`src/rtl/wbps_pkg.sv`:
```
// shared types and constants for the wildcard byte pattern search
`timescale 1ns / 1ps

package wbps_pkg;

   // default and fixed widths
   localparam int MAX_BYTES_DEFAULT = 16;
   localparam int BYTE_W = 8;
   localparam int ADDR_W = 48;
   localparam int LEN_W = 5;
   localparam int REG_W = 64;
   localparam int CARE_W = 16;
   localparam int CSR_IDX_W = 3;

   // register indexes
   localparam logic [CSR_IDX_W-1:0] CSR_PATTERN_LOW = 3'd0;
   localparam logic [CSR_IDX_W-1:0] CSR_PATTERN_HIGH = 3'd1;
   localparam logic [CSR_IDX_W-1:0] CSR_CARE_MASK = 3'd2;
   localparam logic [CSR_IDX_W-1:0] CSR_PATTERN_LENGTH = 3'd3;
   localparam logic [CSR_IDX_W-1:0] CSR_BASE_ADDRESS = 3'd4;

   // register file contents as seen by the datapath
   typedef struct packed {
      logic [REG_W-1:0]  pattern_low;
      logic [REG_W-1:0]  pattern_high;
      logic [CARE_W-1:0] care_mask;
      logic [LEN_W-1:0]  pattern_length;
      logic [ADDR_W-1:0] base_address;
   } cfg_type;

endpackage

```
`src/rtl/wbps_regs.sv`:
```
// configuration registers of the wildcard byte pattern search
`timescale 1ns / 1ps

module wbps_regs
   import wbps_pkg::*;
(
   input  logic                 clock,
   input  logic                 reset,
   input  logic                 csr_we,
   input  logic [CSR_IDX_W-1:0] csr_index,
   input  logic [REG_W-1:0]     csr_wdata,
   output cfg_type              cfg
);

   cfg_type cfg_ff;
   cfg_type cfg_in;

   // register write decode
   always_comb begin
      cfg_in = cfg_ff;
      if (csr_we) begin
         case (csr_index)
            CSR_PATTERN_LOW:    cfg_in.pattern_low = csr_wdata;
            CSR_PATTERN_HIGH:   cfg_in.pattern_high = csr_wdata;
            CSR_CARE_MASK:      cfg_in.care_mask = csr_wdata[CARE_W-1:0];
            CSR_PATTERN_LENGTH: cfg_in.pattern_length = csr_wdata[LEN_W-1:0];
            CSR_BASE_ADDRESS:   cfg_in.base_address = csr_wdata[ADDR_W-1:0];
            default:            cfg_in = cfg_ff;
         endcase
      end
   end

   always_ff @(posedge clock) begin
      if (reset) begin
         cfg_ff.pattern_low <= '0;
         cfg_ff.pattern_high <= '0;
         cfg_ff.care_mask <= '0;
         cfg_ff.pattern_length <= LEN_W'(1);
         cfg_ff.base_address <= '0;
      end else begin
         cfg_ff <= cfg_in;
      end
   end

   assign cfg = cfg_ff;

endmodule

```
`src/rtl/wbps_cell.sv`:
```
// one window cell: holds one image byte and checks its input byte against its pattern byte
`timescale 1ns / 1ps

module wbps_cell
   import wbps_pkg::*;
#(
   parameter int MAX_BYTES = MAX_BYTES_DEFAULT,
   parameter int POSITION = 0,
   localparam int IDX_W = (MAX_BYTES > 1) ? $clog2(MAX_BYTES) : 1
) (
   input  logic                            clock,
   input  logic                            reset,
   input  logic                            shift,
   input  logic                            clear,
   input  logic [BYTE_W-1:0]               d_in,
   input  logic [MAX_BYTES-1:0][BYTE_W-1:0] pattern,
   input  logic [MAX_BYTES-1:0]            care,
   input  logic [LEN_W-1:0]                len,
   output logic [BYTE_W-1:0]               q_out,
   output logic                            hit
);

   logic [BYTE_W-1:0] byte_ff;
   logic [BYTE_W-1:0] byte_in;
   logic [LEN_W-1:0]  idx_full;
   logic [IDX_W-1:0]  idx;
   logic              in_window;

   // the byte seen here sits POSITION bytes back, so it pairs with
   // pattern byte len - 1 - POSITION
   assign in_window = len > LEN_W'(POSITION);
   assign idx_full = len - LEN_W'(POSITION + 1);
   assign idx = idx_full[IDX_W-1:0];
   assign hit = !in_window || !care[idx] || (d_in == pattern[idx]);

   // shift the byte on toward the older cells, or clear it at the end of an image
   always_comb begin
      byte_in = byte_ff;
      if (clear) begin
         byte_in = '0;
      end else if (shift) begin
         byte_in = d_in;
      end
   end

   always_ff @(posedge clock) begin
      if (reset) begin
         byte_ff <= '0;
      end else begin
         byte_ff <= byte_in;
      end
   end

   assign q_out = byte_ff;

endmodule

```
`src/rtl/wildcard_byte_pattern_search.sv`:
```
// top level of the wildcard byte pattern search
`timescale 1ns / 1ps
// a result transfer is registered and offered in the cycle after the byte that causes it
// throughput: one image byte per cycle while not stalled, set by the row of
// window cells that compares every pattern byte in parallel while the bytes shift on
// an output register decouples the result side; input stalls while it is full and not taken
// reset (synchronous, active high) clears the window, position, report flag and
// output valid and resets the configuration registers; there is no clearing pass

module wildcard_byte_pattern_search
   import wbps_pkg::*;
#(
   parameter int MAX_BYTES = MAX_BYTES_DEFAULT
) (
   input  logic                 clock,
   input  logic                 reset,
   // input channel, tdata: image_byte [7:0]; tlast: last_byte
   input  logic                 req_tvalid,
   output logic                 req_tready,
   input  logic [BYTE_W-1:0]    req_tdata,
   input  logic                 req_tlast,
   // result channel, tdata: match_address [47:0]; tuser: found
   output logic                 rsp_tvalid,
   input  logic                 rsp_tready,
   output logic [ADDR_W-1:0]    rsp_tdata,
   output logic                 rsp_tuser,
   // configuration write port
   input  logic                 csr_we,
   input  logic [CSR_IDX_W-1:0] csr_index,
   input  logic [REG_W-1:0]     csr_wdata
);

   cfg_type cfg;

   logic [MAX_BYTES-1:0][BYTE_W-1:0] pat_bytes;
   logic [MAX_BYTES:0][BYTE_W-1:0]   byte_chain;
   logic [MAX_BYTES-1:0]             hits;
   logic [LEN_W-1:0]                 used_len;
   logic [LEN_W-1:0]                 len_m1;

   logic [ADDR_W-1:0] pos_ff;
   logic [ADDR_W-1:0] pos_in;
   logic              reported_ff;
   logic              reported_in;
   logic              rsp_valid_ff;
   logic              rsp_valid_in;
   logic              found_ff;
   logic              found_in;
   logic [ADDR_W-1:0] addr_ff;
   logic [ADDR_W-1:0] addr_in;

   logic              accept;
   logic              pos_ok;
   logic              match;
   logic              result_valid;
   logic [ADDR_W-1:0] match_addr;

   wbps_regs u_regs (
      .clock     (clock),
      .reset     (reset),
      .csr_we    (csr_we),
      .csr_index (csr_index),
      .csr_wdata (csr_wdata),
      .cfg       (cfg)
   );

   // length in use, clamped to one through the window size
   always_comb begin
      used_len = cfg.pattern_length;
      if (cfg.pattern_length == '0) begin
         used_len = LEN_W'(1);
      end else if (cfg.pattern_length > LEN_W'(MAX_BYTES)) begin
         used_len = LEN_W'(MAX_BYTES);
      end
   end
   assign len_m1 = used_len - LEN_W'(1);

   // pattern bytes as an array
   for (genvar i = 0; i < MAX_BYTES; i++) begin : g_pat
      if (i < 8) begin : g_low
         assign pat_bytes[i] = cfg.pattern_low[BYTE_W*i +: BYTE_W];
      end else begin : g_high
         assign pat_bytes[i] = cfg.pattern_high[BYTE_W*(i-8) +: BYTE_W];
      end
   end

   assign accept = req_tvalid && req_tready;
   assign byte_chain[0] = req_tdata;

   // row of window cells, the current byte enters cell zero
   for (genvar k = 0; k < MAX_BYTES; k++) begin : g_cell
      wbps_cell #(
         .MAX_BYTES (MAX_BYTES),
         .POSITION  (k)
      ) u_cell (
         .clock   (clock),
         .reset   (reset),
         .shift   (accept && !req_tlast),
         .clear   (accept && req_tlast),
         .d_in    (byte_chain[k]),
         .pattern (pat_bytes),
         .care    (cfg.care_mask[MAX_BYTES-1:0]),
         .len     (used_len),
         .q_out   (byte_chain[k+1]),
         .hit     (hits[k])
      );
   end

   // match decision and start address
   assign pos_ok = pos_ff >= ADDR_W'(len_m1);
   assign match = !reported_ff && pos_ok && (&hits);
   assign match_addr = cfg.base_address + pos_ff - ADDR_W'(len_m1);
   assign result_valid = match || (req_tlast && !reported_ff);

   // position and report flag, cleared at the end of each image
   always_comb begin
      pos_in = pos_ff;
      reported_in = reported_ff;
      if (accept) begin
         if (req_tlast) begin
            pos_in = '0;
            reported_in = 1'b0;
         end else begin
            pos_in = pos_ff + ADDR_W'(1);
            reported_in = reported_ff || match;
         end
      end
   end

   // output register
   assign req_tready = !rsp_valid_ff || rsp_tready;

   always_comb begin
      rsp_valid_in = rsp_valid_ff;
      found_in = found_ff;
      addr_in = addr_ff;
      if (accept && result_valid) begin
         rsp_valid_in = 1'b1;
         found_in = match;
         addr_in = match ? match_addr : '0;
      end else if (rsp_tready) begin
         rsp_valid_in = 1'b0;
      end
   end

   always_ff @(posedge clock) begin
      if (reset) begin
         pos_ff <= '0;
         reported_ff <= 1'b0;
         rsp_valid_ff <= 1'b0;
      end else begin
         pos_ff <= pos_in;
         reported_ff <= reported_in;
         rsp_valid_ff <= rsp_valid_in;
      end
   end

   always_ff @(posedge clock) begin
      found_ff <= found_in;
      addr_ff <= addr_in;
   end

   assign rsp_tvalid = rsp_valid_ff;
   assign rsp_tdata = addr_ff;
   assign rsp_tuser = found_ff;

endmodule
```
`config.mk`:
```
export PLATFORM = sky130hd
export DESIGN_NAME = wildcard_byte_pattern_search
export DESIGN_NICKNAME = d
export VERILOG_FILES = /design/src/rtl/wbps_pkg.sv /design/src/rtl/wbps_regs.sv /design/src/rtl/wbps_cell.sv /design/src/rtl/wildcard_byte_pattern_search.sv
export SDC_FILE = /design/constraint.sdc
export NUM_CORES = 2
export LEC_CHECK = 0
export BUFFER_PORTS_ARGS = -buffer_cell sky130_fd_sc_hd__buf_2
export CAP_MARGIN = 20
export CORE_MARGIN = 2
export CORE_UTILIZATION = 35
export DETAILED_ROUTE_END_ITERATION = 10
export SYNTH_ARGS = -nofsm -noshare
export SYNTH_HDL_FRONTEND = slang
export SYNTH_SLANG_ARGS = --single-unit
```
`constraint.sdc`:
```
create_clock -name clock -period 15.2 [get_ports clock]
set_clock_uncertainty 0.1 [all_clocks]
set_input_delay 0.76 -clock clock [delete_from_list [all_inputs] [get_ports clock]]
set_output_delay 0.76 -clock clock [all_outputs]
set_load 0.05 [all_outputs]
```
* After elaboration in Yosys (flattened, before gate mapping)
Index checks and enable logic that the tools add are counted.
** Word-level totals
- Output and inout bits :: 51
- Input bits :: 81
- Flip-flop bits (word level) :: 416
- Logic and storage cells :: 255
** Cells by class
- Magnitude comparators :: 34
- Reductions and logical operators :: 87
- Multiplexer cells :: 70
- Eq/ne operators :: 20
- $add $sub $neg :: 19
** Operators with widths (number)
- $bmux W8 S4 :: 16
- $eq A8 B8 Y1 :: 16
- $mux W8 :: 16
- $lt A4 B5 Y1 const B :: 16
- $bmux W1 S4 :: 16
- $add A48 B1 Y48 const B :: 1
- $add A48 B48 Y48 :: 1
- $ge A48 B5 Y1 :: 1
- $mux W48 :: 1
- $sub A48 B5 Y48 :: 1
- $gt A5 B4 Y1 const B :: 8
- $logic_not A1 Y1 :: 35
- $logic_or A1 B1 Y1 :: 35
- $sub A4 B4 Y4 const B :: 8
- $gt A5 B3 Y1 const B :: 4
- $mux W1 :: 19
- $reduce_and A16 Y1 :: 1
- $sub A4 B3 Y4 const B :: 4
- $gt A5 B1 Y1 const B :: 2
- $gt A5 B2 Y1 const B :: 2
- $mux W5 :: 2
- $reduce_and A2 Y1 :: 5
- $sub A4 B2 Y4 const B :: 2
- $logic_and A1 B1 Y1 :: 7
- other kinds (10) :: 11

* Logic depth before layout (Yosys ltp)
- Depth in word-level cells :: 14
- Gate-level depth with buffers :: 23
- Mapped depth without buffers :: 21

* By module
From an unflattened synthesis, not the netlist that was laid out.
** Second synthesis, totals
- Cells, all modules :: 4035
- Area, all modules :: 42568.3 um2
** Modules (own cells, without submodules)
- wildcard_byte_pattern_search :: area each 7973.9 um2, cells an instance 997, seq. area each 2472.4 um2, instances 1
- wbps_regs :: area each 7892.6 um2, cells an instance 714, seq. area each 3943.8 um2, instances 1
- wbps_cell (g_cell[3].u_cell) :: area each 1960.6 um2, cells an instance 198, seq. area each 160.2 um2, instances 1
- wbps_cell (g_cell[11].u_cell) :: area each 1880.6 um2, cells an instance 168, seq. area each 160.2 um2, instances 1
- wbps_cell (g_cell[7].u_cell) :: area each 1765.4 um2, cells an instance 166, seq. area each 160.2 um2, instances 1
- wbps_cell (g_cell[15].u_cell) :: area each 1752.9 um2, cells an instance 151, seq. area each 160.2 um2, instances 1
- wbps_cell (g_cell[10].u_cell) :: area each 1740.4 um2, cells an instance 145, seq. area each 160.2 um2, instances 1
- wbps_cell (g_cell[12].u_cell) :: area each 1694.1 um2, cells an instance 149, seq. area each 160.2 um2, instances 1
- wbps_cell (g_cell[4].u_cell) :: area each 1680.4 um2, cells an instance 137, seq. area each 160.2 um2, instances 1
- wbps_cell (g_cell[6].u_cell) :: area each 1642.8 um2, cells an instance 132, seq. area each 160.2 um2, instances 1
- wbps_cell (g_cell[2].u_cell) :: area each 1586.5 um2, cells an instance 129, seq. area each 160.2 um2, instances 1
- wbps_cell (g_cell[14].u_cell) :: area each 1585.3 um2, cells an instance 131, seq. area each 160.2 um2, instances 1
- wbps_cell (g_cell[8].u_cell) :: area each 1584.0 um2, cells an instance 132, seq. area each 160.2 um2, instances 1
- wbps_cell (g_cell[0].u_cell) :: area each 1571.5 um2, cells an instance 135, seq. area each 160.2 um2, instances 1
- +4 rows

* Least setup slack after synthesis
OpenSTA, ideal clock, no wires.
- Path kind :: register to register
- Start point :: register u_regs.cfg_ff (netlist bit u_regs.cfg[52])
- End point :: register addr_ff[0] (netlist: rsp_tdata[0]) (enable)
- Setup time :: 0.523 ns
- Clock period less this slack :: 7.857 ns
- Buffers on the path :: 5
- Stages on the path, launching flop included :: 18
- Data required time :: 14.577 ns
- Data arrival time :: 7.233 ns
- Path slack :: 7.343 ns
- Cell sequence :: dfxtp_1 > buf_4 > nand2b_1 > clkbuf_1 > clkbuf_1 > ha_1 > a21oi_1 > mux4_2 > nor3_1 > a211oi_1 > xnor2_1 > nand4_1 > o31ai_1 > nand2_1 > or4_1 > buf_2 > clkbuf_1 > o21ai_0
** Between the ends
- Cells in the longest elaborated chain, start to end :: 13
- Elaborated cells on any way between the ends :: 186
- Classes of those cells :: add/sub: 16; order compare: 18; eq/ne: 16; mux: 66; reduce/logical: 70
** Ends and longest elaborated chain
- start: declaration :: RTL line wbps_regs.sv:15 : cfg_type cfg_ff;
- start signal: assignment :: RTL line wbps_regs.sv:41 : cfg_ff <= cfg_in;
- $gt A5 B5 Y1 :: RTL line wildcard_byte_pattern_search.sv:72 : end else if (cfg.pattern_length > LEN_W'(MAX_BYTES)) begin
- $mux W5 :: RTL line wildcard_byte_pattern_search.sv:72
- $mux W5 * :: RTL line wildcard_byte_pattern_search.sv:70 : if (cfg.pattern_length == '0) begin
- parallel branches: the longest is 7 deep, another holds $sub A5 B1 Y5
- $logic_and A1 B1 Y1 * :: RTL line wildcard_byte_pattern_search.sv:111 : assign match = !reported_ff && pos_ok && (&hits);
- $logic_or A1 B1 Y1 * :: RTL line wildcard_byte_pattern_search.sv:113 : assign result_valid = match || (req_tlast && !reported_ff);
- $logic_and A1 B1 Y1 * :: RTL line wildcard_byte_pattern_search.sv:137 : if (accept && result_valid) begin
- end signal: assignment :: RTL line wildcard_byte_pattern_search.sv:160 : addr_ff <= addr_in;
- end: declaration :: RTL line wildcard_byte_pattern_search.sv:49 : logic [ADDR_W-1:0] addr_ff;
Mark *: on every way between the ends. The select of a mux whose other input is x is not followed.
A chain may end at the register's enable or synchronous reset.

* Worst setup path after layout
- Start point :: register u_regs.cfg_ff (netlist bit u_regs.cfg[51])
- End point :: register addr_ff[40] (netlist: rsp_tdata[40]) (data pin)
** Between the ends
- Cells in the longest elaborated chain, start to end :: 11
- Elaborated cells on any way between the ends :: 185
- Classes of those cells :: add/sub: 17; order compare: 18; eq/ne: 16; mux: 66; reduce/logical: 68
** Ends and longest elaborated chain (RTL line)
- $gt A5 B5 Y1 :: wildcard_byte_pattern_search.sv:72
- $mux W5 :: wildcard_byte_pattern_search.sv:72
- $mux W5 * :: wildcard_byte_pattern_search.sv:70
- parallel branches: the longest is 8 deep, another holds $sub A5 B1 Y5
Marked as above.

==> impl_metrics.tcl <==
set metrics [dict create \
    root_buffer "clkbuf_16" \
    r2r_end "rsp_tdata[40]" \
    regArea_sq_um 8820 \
    die_h_um 288 \
    cts_sinks 416 \
    crit_arrival_ns 7.89 \
    antenna_found_initial 5 \
    syn2layout_area_growth_pct 10.8 \
    whs_ns 0.281 \
    wirelength_um 115000 \
    power_density_nw_per_um2 97.3 \
    grt_usage_pct 27.1 \
    synth-edff-count 49 \
    design.core.area_sq_um 80300 \
    fin_crit_ns 7.63 \
    start_util_pct 35.3 \
    htreeDepth 2 \
    timing.fmax_mhz 131 \
    critPathKind "flip-flop to flip-flop" \
    num_vias 27100 \
    r2r-start "u_regs.cfg[51]" \
    ant_nets 0 \
    hold_class "input port to flip-flop" \
    clk_path_buf_depth 3 \
    pin_count 132 \
    reg2reg_slack_ns 7.57 \
    die_width_um 288 \
    grt_pass1_vias 24900 \
    ys_dominant_reg_cell "dfxtp_1" \
    dieArea_sq_um 83200 \
    avgSynthCellArea_sq_um 7.80 \
    synth_nets 3815 \
    max-vdd-ir-drop_mv 0.0933 \
    grt_max_degree 100 \
    fill_cells 8334 \
    worstMarginPinSlew_ns 1.29 \
    cp_max_fo 32 \
    drive_gt1_share_pct 9.90 \
    via_per_inst 5.74 \
    crit_path_end_kind "flip-flop" \
    multi_input_area_sq_um 17800 \
    synth-seq-cells 416 \
    fin_setup_tns_ns 0 \
    status "complete, no violations" \
    drv_cap 0 \
    postSynthCellCount 3632 \
    startpoint_type "flip-flop" \
    clk_pin_slew_ns 0.07 \
    grt_pass1_wl_um 168000 \
    crit_path_end "rsp_tdata[40]" \
    crit_start "u_regs.cfg[51]" \
    required_ns 15.46 \
    reg2reg_depth 20 \
    rsz0062_at_grt "no" \
    post_drt_wl_per_cell_um 24.4 \
    synth_cell_types 83 \
    grt_remaining_overflow 0 \
    ys_warn_count 0 \
    num_rows 104 \
    first_pass_iters 7 \
    gp_congestion 1.08 \
    hpwl_um 87900 \
    finalSetupViolations 0 \
    drc 0 \
    synth_area_sq_um 28300 \
    cts_buffers 47 \
    slew_headroom_pct 14.0 \
    clk_latency_ns 0.63 \
    drv_slew 0 \
    nets 3803 \
    ctsResizeCount 0 \
    postCtsHoldBufs 0 \
    hold_viol_final 0 \
    hp-start "csr_wdata[53]" \
    yosysSeqAreaShare_pct 31.1 \
    layout_worst_path_cycle_share_pct 50.2 \
    post-cts-setup-buffer-count 0 \
    async_reset_ff_share_pct 0 \
    port_buffers 131 \
    drt_iter0_markers 3199 \
    cts_tree "yes" \
    leakagePower_uw 0.0119 \
]
[cells in the mapped netlist (all sizes together), types with 22 or more instances]
library cell | count | area share (%)
a22oi | 36 | 0.95
xor2 | 74 | 2.3
nor4 | 26 | 0.68
clkbuf | 163 | 2.2
a21oi | 405 | 7.2
buf | 79 | 1.5
and3 | 31 | 0.68
mux4 | 25 | 2.0
mux2 | 36 | 1.4
nor2 | 145 | 1.9
nand3 | 66 | 1.2
xnor2 | 126 | 3.9
o211ai | 28 | 0.74
nor2b | 26 | 0.57
a211oi | 28 | 0.74
mux2i | 303 | 11
nand2 | 844 | 11
nand4 | 25 | 0.55
inv | 203 | 2.7
o21ai | 60 | 1.1
a31oi | 37 | 0.82
nor3 | 69 | 1.3
a22o | 22 | 0.68
a21o | 28 | 0.74
dfxtp | 367 | 26
ha | 97 | 4.3
edfxtp | 49 | 5.2
a221oi | 36 | 1.1
[critical path, cell delays in order (launching register included)]
cell	delay [ns]
dfxtp_1	0.30
buf_4	0.25
inv_1	0.63
nor2_1	0.12
inv_1	0.26
ha_1	0.69
inv_2	0.30
a21boi_0	0.57
inv_1	0.12
fa_1	0.50
inv_1	0.04
ha_1	0.32
o21ai_0	0.18
a311oi_1	0.73
o21ai_0	0.25
a31oi_1	0.45
a41oi_1	0.28
a311oi_1	0.71
nor4_1	0.09
a2111oi_0	0.40
nor3_1	0.08
[sequential cells by signal, summed over array words and instances (netlist names)]
register             count
pos_ff                  48
rsp_tuser                1
rsp_tdata               48
u_regs.cfg             197
reported_ff              1
g_cell.u_cell.q_out    120
rsp_tvalid               1
[final cells by class]
class                   count  share of cell area, %
well taps                1060                   4.23
inverters                 204                   2.44
multi-input cells        2770                   56.6
clock inverters            20                  0.742
diodes                      1                0.00797
repair buffers            181                   3.37
flip-flops and latches    416                   28.1
clock buffers              67                   4.47
[worst min path at each step]
stage | end | cells after the start
6_report | u_regs.cfg[122] | 3
5_1_grt | u_regs.cfg[164] | 3
4_1_cts | u_regs.cfg[23] | 3
3_5_place_dp | u_regs.cfg[37] | 2
3_3_place_gp | u_regs.cfg[30] | 2
2_1_floorplan | u_regs.cfg[10] | 2
[where the power goes]
group | total [uW] | internal, uW | leakage (uW) | switching, uW
logic | 642 | 185 | 0.00762 | 457
clock network | 1200 | 686 | 0.000806 | 518
registers | 1210 | 1180 | 0.00345 | 26.4
total | 3050 | 2050 | 0.0119 | 1000
[per-layer routing]
layer	routed length (um)	up-vias	track usage [%]	share of wire (%)
met3	9760	296	4.76	8.5
met2	49500	1283	41.3	43
met4	6890	0	13.7	6.0
li1	-	12600	-	-
met1	49200	12900	36.8	43
met5	0	-	0	0
[metrics by stage]
| stage | util, % | total power [uW] | std cells | instance area [sq um] | setup slack [ns] |
|---|---|---|---|---|---|
| after detailed placement | 37.0 | 1870 | 4629 | 29700 | 7.69 |
| after floorplan | - | 1680 | 3632 | 28300 | 7.34 |
| after CTS | 39.1 | 3070 | 4716 | 31400 | 7.68 |
| after global routing | 39.1 | 3160 | 4718 | 31400 | 7.13 |
| after global placement | 37.0 | 1870 | 4628 | 29700 | 7.76 |
| final | 39.1 | 3050 | 4719 | 31400 | 7.57 |
[logic make-up after synthesis]
| group | Yosys count | share of synthesized area, % |
|---|---|---|
| XOR/XNOR | 200 | 6.19 |
| flip-flops | 416 | 31.1 |
| adder cells (fa/ha/maj) | 102 | 4.64 |
| multiplexers | 364 | 14.1 |
| AO/OA/AOI/OAI | 808 | 17.7 |
| AND/OR/NAND/NOR | 1296 | 19.8 |
| buffers and inverters | 446 | 6.39 |
[layout by cell type (no fill, tap or decap), types with 37 or more instances in the layout]
master	n
mux2i_1	303
a31oi_1	37
xnor2_1	126
a21oi_1	405
buf_2	130
inv_1	201
buf_4	49
nand3_1	65
nor3_1	67
o21ai_0	57
clkbuf_16	48
nand2_1	841
nor2_1	143
dfxtp_1	366
edfxtp_1	49
xor2_1	74
ha_1	97
No activity file was read; power rests on OpenSTA's default activity.
